<file path="config.mk">
export PLATFORM = sky130hd
export DESIGN_NAME = fixed_slot_pool_allocator_top
export DESIGN_NICKNAME = d
export VERILOG_FILES = /design/src/rtl/fspa_pkg.sv /design/src/rtl/fixed_slot_pool_allocator_top.sv /design/src/rtl/fspa_ctrl.sv
export SDC_FILE = /design/constraint.sdc
export NUM_CORES = 1
export LEC_CHECK = 0
export ABC_AREA = 0
export BUFFER_PORTS_ARGS = -buffer_cell sky130_fd_sc_hd__clkbuf_2
export CORE_UTILIZATION = 60
export DETAILED_ROUTE_END_ITERATION = 8
export PLACE_DENSITY = 0.77
export REMOVE_ABC_BUFFERS = 1
export SLEW_MARGIN = 0
export SYNTH_ARGS = -nofsm -noshare
export SYNTH_HDL_FRONTEND = slang
export SYNTH_SLANG_ARGS = --single-unit
export TNS_END_PERCENT = 10
</file>
<file path="constraint.sdc">
create_clock -name clk -period 3 [get_ports clk]
set_input_delay 0.15 -clock clk [delete_from_list [all_inputs] [get_ports clk]]
set_output_delay 0.15 -clock clk [all_outputs]
set_load 0.01 [all_outputs]
</file>
<file path="src/rtl/fspa_pkg.sv">
// Package of the fixed slot pool allocator: field widths, command and status
// codes, parameter defaults and the result record. Depends on nothing.
package fspa_pkg;

  localparam int FSPA_SLOTS_DEF = 16;

  localparam int IDX_W    = 4;
  localparam int CNT_W    = 5;
  localparam int STATUS_W = 2;

  localparam logic CMD_GET     = 1'b0;
  localparam logic CMD_RELEASE = 1'b1;

  localparam logic [STATUS_W-1:0] ST_GRANTED  = 2'd0;
  localparam logic [STATUS_W-1:0] ST_EMPTY    = 2'd1;
  localparam logic [STATUS_W-1:0] ST_RELEASED = 2'd2;
  localparam logic [STATUS_W-1:0] ST_NOT_USED = 2'd3;

  typedef struct packed {
    logic [CNT_W-1:0]    free_count;
    logic [STATUS_W-1:0] status;
    logic [IDX_W-1:0]    slot;
  } fspa_result_t;

endpackage

</file>
<file path="src/rtl/fixed_slot_pool_allocator_top.sv">
// Top level of the fixed slot pool allocator: stream ports and result register.
// Depends on fspa_pkg and fspa_ctrl.
//
// Use: each input beat is a request. in_tuser carries the command (get a free
// slot, or release the slot in in_tdata). Each request yields exactly one
// result beat carrying the slot, a status code in out_tuser and the number of
// free slots left.
// Timing: a get or release that moves a slot steps through the evaluate,
// append, terminate and done states before the output register loads; an
// empty pool or a release of a slot not in use goes from evaluate to done.
// The next request is taken only after done, so requests are served one at a
// time. The steps are set by the sequencer spreading the unlink and append
// writes, each of the next and prev link stores having a single write port.
// Reset: a synchronous low rst_n sets the free list to slots 0 to SLOTS-1 in
// order. A clearing pass then writes the link stores, and in_tready stays low
// until it ends.
// Stall: the result sits in an output register; the block goes on with the next
// request while it waits, and only holds its final step when a second result is
// ready before the first is taken.
module fixed_slot_pool_allocator_top #(
  parameter int SLOTS = fspa_pkg::FSPA_SLOTS_DEF
) (
  input  logic        clk,
  input  logic        rst_n,
  input  logic        in_tvalid,
  output logic        in_tready,
  input  logic [7:0]  in_tdata,   // [3:0] slot_index, [7:4] zero
  input  logic [0:0]  in_tuser,   // [0] cmd
  output logic        out_tvalid,
  input  logic        out_tready,
  output logic [15:0] out_tdata,  // [3:0] slot_out, [8:4] free_count, [15:9] zero
  output logic [1:0]  out_tuser   // [1:0] status
);
  import fspa_pkg::*;

  logic         res_valid, res_ready;
  fspa_result_t res;
  logic         out_valid_r;
  fspa_result_t out_res_r;

  fspa_ctrl #(
    .SLOTS(SLOTS)
  ) u_ctrl (
    .clk      (clk),
    .rst_n    (rst_n),
    .req_valid(in_tvalid),
    .req_ready(in_tready),
    .req_cmd  (in_tuser[0]),
    .req_idx  (in_tdata[IDX_W-1:0]),
    .res_valid(res_valid),
    .res_ready(res_ready),
    .res      (res)
  );

  // The output register takes a new result when it is empty or being drained.
  assign res_ready = !out_valid_r || out_tready;

  always_ff @(posedge clk) begin
    if (!rst_n) begin
      out_valid_r <= 1'b0;
    end else if (res_ready) begin
      out_valid_r <= res_valid;
    end
  end

  always_ff @(posedge clk) begin
    if (res_valid && res_ready) begin
      out_res_r <= res;
    end
  end

  assign out_tvalid = out_valid_r;
  assign out_tdata  = {7'b0, out_res_r.free_count, out_res_r.slot};
  assign out_tuser  = out_res_r.status;

endmodule

</file>
<file path="src/rtl/fspa_ctrl.sv">
// Sequencer of the slot pool allocator with the link stores it works on.
// Depends on fspa_pkg.
module fspa_ctrl #(
  parameter int SLOTS = fspa_pkg::FSPA_SLOTS_DEF
) (
  input  logic                       clk,
  input  logic                       rst_n,
  input  logic                       req_valid,
  output logic                       req_ready,
  input  logic                       req_cmd,
  input  logic [fspa_pkg::IDX_W-1:0] req_idx,
  output logic                       res_valid,
  input  logic                       res_ready,
  output fspa_pkg::fspa_result_t     res
);
  import fspa_pkg::*;

  localparam int AW = $clog2(SLOTS);
  localparam int LW = $clog2(SLOTS + 1);
  localparam logic [LW-1:0] NIL  = LW'(SLOTS);
  localparam logic [AW-1:0] LAST = AW'(SLOTS - 1);

  localparam logic [2:0] S_INIT   = 3'd0;
  localparam logic [2:0] S_IDLE   = 3'd1;
  localparam logic [2:0] S_EVAL   = 3'd2;
  localparam logic [2:0] S_APPEND = 3'd3;
  localparam logic [2:0] S_TERM   = 3'd4;
  localparam logic [2:0] S_DONE   = 3'd5;

  // Link stores, one write port and one registered read port each.
  logic [LW-1:0] next_mem_r [SLOTS];
  logic [LW-1:0] prev_mem_r [SLOTS];
  logic          used_mem_r [SLOTS];
  logic [LW-1:0] next_rd_r, prev_rd_r;
  logic          used_rd_r;

  logic [2:0]       state_r, state_nxt;
  logic [AW-1:0]    init_ptr_r, init_ptr_nxt;
  logic             cmd_r;
  logic [IDX_W-1:0] idx_r;
  logic [AW-1:0]    slot_r;
  logic [LW-1:0]    free_head_r, free_head_nxt, free_tail_r, free_tail_nxt;
  logic [LW-1:0]    used_head_r, used_head_nxt, used_tail_r, used_tail_nxt;
  logic [LW-1:0]    free_total_r, free_total_nxt;
  fspa_result_t     res_r, res_nxt;

  logic          accept;
  logic [AW-1:0] rd_addr;
  logic          next_we, prev_we, used_we;
  logic [AW-1:0] next_wa, prev_wa, used_wa;
  logic [LW-1:0] next_wd, prev_wd;
  logic          used_wd;

  logic          is_get, src_ok;
  logic [LW-1:0] src_head, src_tail, dst_head, dst_tail, slot_link, total_upd;

  assign req_ready = (state_r == S_IDLE);
  assign accept    = req_valid && req_ready;
  assign rd_addr   = (req_cmd == CMD_GET) ? AW'(free_head_r) : AW'(req_idx);
  assign res_valid = (state_r == S_DONE);
  assign res       = res_r;

  assign is_get    = (cmd_r == CMD_GET);
  assign slot_link = LW'(slot_r);
  assign src_ok    = is_get ? (free_head_r < NIL)
                            : ((32'(idx_r) < SLOTS) && used_rd_r);
  assign src_head  = is_get ? free_head_r : used_head_r;
  assign src_tail  = is_get ? free_tail_r : used_tail_r;
  assign dst_head  = is_get ? used_head_r : free_head_r;
  assign dst_tail  = is_get ? used_tail_r : free_tail_r;
  assign total_upd = is_get ? (free_total_r - LW'(1)) : (free_total_r + LW'(1));

  always_comb begin
    logic [LW-1:0] sh, st, dh, dt;
    sh = src_head;
    st = src_tail;
    dh = dst_head;
    dt = dst_tail;
    state_nxt      = state_r;
    init_ptr_nxt   = init_ptr_r;
    free_head_nxt  = free_head_r;
    free_tail_nxt  = free_tail_r;
    used_head_nxt  = used_head_r;
    used_tail_nxt  = used_tail_r;
    free_total_nxt = free_total_r;
    res_nxt        = res_r;
    next_we = 1'b0;
    prev_we = 1'b0;
    used_we = 1'b0;
    next_wa = slot_r;
    prev_wa = slot_r;
    used_wa = slot_r;
    next_wd = NIL;
    prev_wd = NIL;
    used_wd = 1'b0;
    case (state_r)
      S_INIT: begin
        // Clearing pass: slot i links forward to i+1 and back to i-1.
        next_we = 1'b1;
        prev_we = 1'b1;
        used_we = 1'b1;
        next_wa = init_ptr_r;
        prev_wa = init_ptr_r;
        used_wa = init_ptr_r;
        next_wd = LW'(init_ptr_r) + LW'(1);
        prev_wd = (init_ptr_r == '0) ? NIL : (LW'(init_ptr_r) - LW'(1));
        init_ptr_nxt = init_ptr_r + AW'(1);
        if (init_ptr_r == LAST) begin
          state_nxt = S_IDLE;
        end
      end
      S_IDLE: begin
        if (accept) begin
          state_nxt = S_EVAL;
        end
      end
      S_EVAL: begin
        if (src_ok) begin
          // Unlink the slot from its list: prev_rd_r and next_rd_r are its links.
          if (prev_rd_r >= NIL) begin
            sh = next_rd_r;
          end else begin
            next_we = 1'b1;
            next_wa = prev_rd_r[AW-1:0];
            next_wd = next_rd_r;
          end
          if (next_rd_r >= NIL) begin
            st = prev_rd_r;
          end else begin
            prev_we = 1'b1;
            prev_wa = next_rd_r[AW-1:0];
            prev_wd = prev_rd_r;
          end
          state_nxt = S_APPEND;
        end else begin
          res_nxt.slot       = is_get ? '0 : idx_r;
          res_nxt.status     = is_get ? ST_EMPTY : ST_NOT_USED;
          res_nxt.free_count = CNT_W'(free_total_r);
          state_nxt = S_DONE;
        end
      end
      S_APPEND: begin
        prev_we = 1'b1;
        if ((dst_head >= NIL) || (dst_tail >= NIL)) begin
          dh      = slot_link;
          dt      = slot_link;
          prev_wd = NIL;
        end else begin
          next_we = 1'b1;
          next_wa = dst_tail[AW-1:0];
          next_wd = slot_link;
          prev_wd = dst_tail;
          dt      = slot_link;
        end
        state_nxt = S_TERM;
      end
      S_TERM: begin
        next_we = 1'b1;
        next_wd = NIL;
        used_we = 1'b1;
        used_wd = is_get;
        free_total_nxt     = total_upd;
        res_nxt.slot       = is_get ? IDX_W'(slot_r) : idx_r;
        res_nxt.status     = is_get ? ST_GRANTED : ST_RELEASED;
        res_nxt.free_count = CNT_W'(total_upd);
        state_nxt = S_DONE;
      end
      S_DONE: begin
        if (res_ready) begin
          state_nxt = S_IDLE;
        end
      end
      default: begin
        state_nxt = S_IDLE;
      end
    endcase
    if (is_get) begin
      free_head_nxt = (state_r == S_EVAL) ? sh : free_head_r;
      free_tail_nxt = (state_r == S_EVAL) ? st : free_tail_r;
      used_head_nxt = (state_r == S_APPEND) ? dh : used_head_r;
      used_tail_nxt = (state_r == S_APPEND) ? dt : used_tail_r;
    end else begin
      used_head_nxt = (state_r == S_EVAL) ? sh : used_head_r;
      used_tail_nxt = (state_r == S_EVAL) ? st : used_tail_r;
      free_head_nxt = (state_r == S_APPEND) ? dh : free_head_r;
      free_tail_nxt = (state_r == S_APPEND) ? dt : free_tail_r;
    end
  end

  always_ff @(posedge clk) begin
    if (!rst_n) begin
      state_r      <= S_INIT;
      init_ptr_r   <= '0;
      free_head_r  <= '0;
      free_tail_r  <= LW'(SLOTS - 1);
      used_head_r  <= NIL;
      used_tail_r  <= NIL;
      free_total_r <= LW'(SLOTS);
    end else begin
      state_r      <= state_nxt;
      init_ptr_r   <= init_ptr_nxt;
      free_head_r  <= free_head_nxt;
      free_tail_r  <= free_tail_nxt;
      used_head_r  <= used_head_nxt;
      used_tail_r  <= used_tail_nxt;
      free_total_r <= free_total_nxt;
    end
  end

  always_ff @(posedge clk) begin
    res_r <= res_nxt;
    if (accept) begin
      cmd_r  <= req_cmd;
      idx_r  <= req_idx;
      slot_r <= rd_addr;
    end
  end

  // Link stores: reads are taken only when a request is accepted.
  always_ff @(posedge clk) begin
    if (next_we) begin
      next_mem_r[next_wa] <= next_wd;
    end
    if (accept) begin
      next_rd_r <= next_mem_r[rd_addr];
    end
  end

  always_ff @(posedge clk) begin
    if (prev_we) begin
      prev_mem_r[prev_wa] <= prev_wd;
    end
    if (accept) begin
      prev_rd_r <= prev_mem_r[rd_addr];
    end
  end

  always_ff @(posedge clk) begin
    if (used_we) begin
      used_mem_r[used_wa] <= used_wd;
    end
    if (accept) begin
      used_rd_r <= used_mem_r[rd_addr];
    end
  end

endmodule

</file>
* After elaboration in Yosys (flattened, before gate mapping)
Memories as Yosys holds them, arrays and structs flattened. A register that Yosys moved wholly into a read port is not among the register bits. Cells that the tools add are included.
Word-level totals: memory bits (read-only) 0, output and inout bits 20, memories 3, bits in latches 0, bits in registers 64, RAM bits 176
Cells by class: equal/unequal tests 12, $lt $le $gt $ge 5, bitwise operators 1, reductions and logical operators 16, shifts and indexed selects 0, multiplexer cells 63, div/mod/pow operators 0, $add $sub $neg 5, $mul 0
Memory list:
- u_ctrl.next_mem_r | depth 16, width 5, rd ports 1, clocked after memory_dff 1, write ports 1, line fspa_ctrl.sv:31 | logic [LW-1:0] next_mem_r [SLOTS];
- u_ctrl.prev_mem_r | depth 16, width 5, rd ports 1, clocked after memory_dff 1, write ports 1, line fspa_ctrl.sv:32 | logic [LW-1:0] prev_mem_r [SLOTS];
- u_ctrl.used_mem_r | depth 16, width 1, rd ports 1, clocked after memory_dff 1, write ports 1, line fspa_ctrl.sv:33 | logic used_mem_r [SLOTS];
Operators by type and width (count):
- 2-to-1 mux 5 bit | 25
- 2-to-1 mux 4 bit | 9
- case mux 5 bit (3 select lines) | 2
- case mux 11 bit (2 select lines) | 1
- greater-or-equal comparator 5 bit (second input constant) | 4
- case mux 3 bit (6 select lines) | 1
- 2-to-1 mux 1 bit | 14
- 2-to-1 mux 3 bit | 4
- case mux 4 bit (3 select lines) | 1
- 2-to-1 mux 11 bit | 1
- inequality test 2 bit (second input constant) | 4
- case mux 4 bit (2 select lines) | 1
- == test 3 x 2 -> 1 bit (second input constant) | 2
- == test 3 bit (second input constant) | 2
- AND reduction 2 bit | 3
- nonzero test 2 bit | 3
- adder 4 x 1 -> 5 bit (second input constant) | 1
- adder 5 x 1 -> 5 bit (second input constant) | 1
- < comparator 5 bit (second input constant) | 1
- subtractor 4 x 1 -> 5 bit (second input constant) | 1
- subtractor 5 x 1 -> 5 bit (second input constant) | 1
- adder 4 x 1 -> 4 bit (second input constant) | 1
- == test 4 bit (second input constant) | 1
- logical NOT 4 bit | 1
- other kinds (12) | 17

* Logic depth before layout (Yosys ltp)
depth in word-level cells 7, mapped depth 10

* Hierarchy
Synthesis repeated with hierarchy kept, for this count alone.
Second synthesis, totals: cells, all modules 920, area, all modules 11352.1 µm²
By module, submodules not included:
- fspa_ctrl | cells an instance 896, area each 10908.0 µm², times used 1
- fixed_slot_pool_allocator_top | cells an instance 24, area each 444.2 µm², times used 1

* Worst setup path after synthesis
Ideal clock, no wire load.
kind reg-to-reg, start reg u_ctrl.cmd_r, end reg u_ctrl.free_total_r[4], setup time 0.123 ns, buffers on the path 2, arrival 2.321 ns, clock period less this slack 2.444 ns, setup slack 0.556 ns, stages on the path, launching flop included 11, data required time 2.877 ns, cells stage by stage edfxtp_1 -> buf_4 -> inv_1 -> clkbuf_1 -> ha_1 -> nor2b_1 -> o21ai_0 -> and3_1 -> o21ai_0 -> xnor2_1 -> or2_2
On the way: cells in the longest elaborated chain, start to end 1
Ends and longest elaborated chain:
- from (decl) | line fspa_ctrl.sv:39 | logic cmd_r;
- from (signal assigned) | line fspa_ctrl.sv:213 | cmd_r <= req_cmd;
- 2-to-1 mux 5 bit | line fspa_ctrl.sv:71 | assign total_upd = is_get ? (free_total_r - LW'(1)) : (free_total_r + LW'(1));
- to (signal assigned) | line fspa_ctrl.sv:198 | free_total_r <= LW'(SLOTS);
- to (signal assigned) | line fspa_ctrl.sv:206 | free_total_r <= free_total_nxt;
- to (decl) | line fspa_ctrl.sv:44 | logic [LW-1:0] free_total_r, free_total_nxt;
No other way between the ends. A chain may end at the register's enable or synchronous reset.

* Final worst setup path
start reg u_ctrl.cmd_r, end mem u_ctrl.next_mem_r[8][4] (netlist name), enable pin
On the way: cells in the longest elaborated chain, start to end 7, elaborated cells on any way between the ends 14
Ends and longest elaborated chain:
- 2-to-1 mux 5 bit (on tied branches) | line fspa_ctrl.sv:69, fspa_ctrl.sv:70
- greater-or-equal comparator 5 bit | line fspa_ctrl.sv:144 | if ((dst_head >= NIL) || (dst_tail >= NIL)) begin
- logical OR 1 bit | line fspa_ctrl.sv:144
- 2-to-1 mux 1 bit | line fspa_ctrl.sv:144
- case mux 1 bit (3 select lines) | line fspa_ctrl.sv:96 | case (state_r)
- 2-to-1 mux 1 bit | line fspa_ctrl.sv:221 | if (next_we) begin
- 2-to-1 mux 1 bit (not written as such) | line fspa_ctrl.sv:222 | next_mem_r[next_wa] <= next_wd;
- to (decl) | line fspa_ctrl.sv:31
Parallel ways exist; a longest one is shown, timed or not.

==> flow_metrics.env <==
export IMPL_outcome="finished, final reports clean"
export IMPL_max_clock_freq_mhz=355
export IMPL_timing_final_max_slew_violations=0
export IMPL_path_cells="and2b_1, o311a_1, or4_4, a21oi_2, nand3b_1, nor2_1"
export IMPL_p_total_mw=7.60
export IMPL_worstPathArrival_ns=3.00
export IMPL_cp_required_ns=3.18
export IMPL_grt_start_max_net_pins=89
export IMPL_antenna_cells_inserted=0
export IMPL_grt_first_pass_wirelength_um=41300
export IMPL_flip_flop_and_latch_count_after_synthesis=250
export IMPL_grt_total_usage=0.273
export IMPL_busiest_layer="met2"
export IMPL_groute_layer_met1_usage=0.374
export IMPL_crit_type="reg -> reg"
export IMPL_synthesis_instances=1032
export IMPL_max_cap_viol=0
export IMPL_rsz0062_at_grt="no"
export IMPL_min_period_ns=2.82
export IMPL_synth_main_ff_cell="edfxtp_1"
export IMPL_dieArea_um2=19500
export IMPL_dp_hpwl_um=17200
export IMPL_die_h_um=140
export IMPL_maximum_resistive_drop_on_vdd_uv=554
export IMPL_synth_top_cells_by_area="edfxtp_1 58%, nand2_1 7.6%, dfxtp_1 5.6%"
export IMPL_crit_path_launch_type="flop"
export IMPL_cts_post_setup_buffers_inserted=0
export IMPL_globalRouteOverflowTotal=0
export IMPL_synth_sequential_area_ratio=0.632
export IMPL_ctsRootBufferMaster="clkbuf_16"
export IMPL_initial_antenna_violation_count=0
export IMPL_max_slew_worst_pin_slew_ns=1.02
export IMPL_worst_clock_skew_ns=0.00929
export IMPL_vias=8210
export IMPL_drc=0
export IMPL_synth_enable_flop_cells=218
export IMPL_areaGrowthSynthToFinish_pct=12.0
export IMPL_detailedRoute_firstPassIterationCount=5
export IMPL_worst_path_dominant_cell_family="simple AND/OR/NAND/NOR gates"
export IMPL_design_core_area_um2=18300
export IMPL_timing_final_crit_share=0.939
export IMPL_wirelength_um=26400
export IMPL_fin_tns_setup_ns=0
export IMPL_synth_compound_area_frac=0.0944
export IMPL_synth_simple_gate_area_frac=0.198
export IMPL_synthXorXnorAreaFrac=0.00847
export IMPL_floorplan_io_pins=33
export IMPL_max_clock_path_buffers=3
export IMPL_timing_critical_path_buf_inv=0
export IMPL_cts_tree="yes"
export IMPL_cts_sinks=250
export IMPL_initial_utilization=0.623
export IMPL_share_of_synthesized_area_spent_on_multiplexers=0.0254
export IMPL_hold_violations=0
export IMPL_groute_layer_met3_usage=0.0375
export IMPL_wl_per_cell_um=20.1
export IMPL_route_antenna_remaining_nets=0
export IMPL_cts_made_buffers=27
export IMPL_synth_top_family_by_area="simple AND/OR/NAND/NOR gates"
export IMPL_total_leakage_power_nw=4.70
export IMPL_relSlewSlack=0.306
export IMPL_cp_max_fo=11
export IMPL_path_clk_slew_ns=0.06
export IMPL_clk_latency_ns=0.53
export IMPL_yosysTopAreaCell="edfxtp_1"
export IMPL_dr_first_iter_drc_count=971
export IMPL_synth_distinct_cells=71
export IMPL_min_delay_path_class="in -> reg"
export IMPL_drive_above_1_share=0.131
export IMPL_port_buffers=21
export IMPL_crit_path_top_delay_cell="edfxtp_1"
export IMPL_power_density_nw_per_um2=596
export IMPL_netlist_area_leader_share=0.575
export IMPL_met2_usage=0.445
export IMPL_yosysWarningCount=0
export IMPL_critical_path_max_stage_delay_ns=0.56
export IMPL_setup_viol_count_final=0
export IMPL_gp_routability_congestion=0.931
export IMPL_syn_area_um2=11400
export IMPL_critPathCaptureType="flop"
export IMPL_postSynth_asyncResetShare=0
export IMPL_nets=1087
export IMPL_avgViaCountPerCell=6.23
export IMPL_core_rowCount=49
export IMPL_syn_mean_instance_area_um2=11.0
export IMPL_clock_tree_htree_level_count=1
export IMPL_synth_adder_area_share=0.00836
export IMPL_number_of_global_route_vias_before_repair=7806
export IMPL_floorplan_die_width_um=140
## worst paths after layout
check                     start                       to  slack [ns]  cells after the start
hold reg to reg   u_ctrl.res[6]             out_tdata[4]        0.43                      0
setup / recovery   u_ctrl.cmd_r  u_ctrl.next_mem_r[8][4]        0.18                      6
setup reg to reg   u_ctrl.cmd_r  u_ctrl.next_mem_r[8][4]        0.18                      6
hold / removal         in_tuser             u_ctrl.cmd_r        0.04                      1
## timing repair
action                                 in CTS  in global routing
gates resized for setup                     0                  0
hold buffers                                5                  0
endpoints found under the hold margin       5                  0
## worst reg2reg max path: stages, from the launching register on
cell and delay [ns]:
edfxtp_1 0.56, and2b_1 0.35, o311a_1 0.32, or4_4 0.45
a21oi_2 0.15, nand3b_1 0.22, nor2_1 0.41
## cell usage after synthesis (3+ instances only)
library cell and n:
o22ai_1 4, a21o_1 3, mux2_2 5, and2_1 9
inv_2 3, buf_4 9, buf_2 16, nor2_1 79
mux2i_1 21, a311oi_1 22, nand2b_1 9, xnor2_1 4
ha_1 6, a22o_1 3, nor3_1 13, inv_1 13
a221o_1 6, a211oi_1 5, and3_1 14, nand3b_1 3
nor2b_1 3, a21oi_1 35, dfxtp_1 32, a31oi_1 16
o21ai_0 26, clkbuf_1 39, buf_1 5, or3_1 5
nand3_1 101, o31ai_1 4, nand2_1 230, edfxtp_1 218
o211ai_1 3, nor2_2 5, nor3b_1 5, xor2_1 7
a22oi_1 5
## layout make-up
| type | count | area [µm²] |
|---|---|---|
| Clock inverter | 18 | 146 |
| Fill cell | 1291 | 5520 |
| Tap cell | 229 | 287 |
| Inverter | 16 | 60.1 |
| Sequential cell | 250 | 7190 |
| Clock buffer | 32 | 704 |
| Timing Repair Buffer | 70 | 498 |
| Multi-Input combinational cell | 702 | 3860 |
## registers in the layout, summed over array words and instances (netlist names), 9 cells and up
name,count
u_ctrl.res,11
u_ctrl.next_mem_r,80
u_ctrl.prev_mem_r,80
u_ctrl.used_mem_r,16
out_tdata,9
## routing by layer
metal | routed length, µm | up-vias
li1 | - | 3797
met1 | 10700 | 3871
met2 | 12400 | 459
met3 | 2410 | 83
met4 | 1010 | 0
met5 | 0 | -
## per-stage QoR
step | util | hold slack, ns | cells | cell area, µm² | setup WS (ns)
floorplan | - | 0.222 | 968 | 11100 | -0.498
global placement | 0.648 | 0.362 | 1262 | 11800 | 0.287
detailed placement | 0.648 | 0.360 | 1262 | 11800 | 0.254
CTS | 0.698 | 0.0515 | 1317 | 12700 | 0.249
global route | 0.698 | 0.0493 | 1317 | 12700 | 0.0858
finish | 0.698 | 0.0426 | 1317 | 12700 | 0.182
## power breakdown
part	internal [mW]	switching (mW)	total [mW]
Sequential	3.91	0.0231	3.93
Clock	1.85	1.31	3.15
Combinational	0.144	0.374	0.518
Total	5.90	1.70	7.60
## cell usage in the layout (no fill, tap or decap), drive strengths merged, types with 4 or more instances in the layout
master / netlist / routed
a31oi: 16 / 16
nand3: 101 / 101
clkbuf: 40 / 53
mux2i: 22 / 22
clkinv: 0 / 12
and3: 14 / 14
a311oi: 22 / 22
nor3: 15 / 15
or3: 6 / 6
nor3b: 5 / 5
xnor2: 4 / 4
a21oi: 37 / 37
mux2: 5 / 5
a211oi: 7 / 7
buf: 30 / 44
conb: 1 / 7
inv: 16 / 18
o22ai: 4 / 4
dlygate4sd3: 0 / 5
nand2: 231 / 231
xor2: 7 / 7
o21ai: 29 / 29
edfxtp: 218 / 218
o211ai: 4 / 4
a22oi: 5 / 5
nand2b: 9 / 9
a221o: 6 / 6
nor2b: 4 / 4
or2: 4 / 4
o31ai: 4 / 4
nor2: 84 / 84
dfxtp: 32 / 32
ha: 6 / 6
and2: 11 / 11
## kinds of logic after synthesis
kind of cell,Yosys count
AOI/OAI and AO/OA,155
xor gates and xnor gates,11
adders and majority gates,7
buffers and inverters,86
DFF,250
muxes,27
other,1
and+or+nand+nor,495
Power figures use the tool's default switching activity.
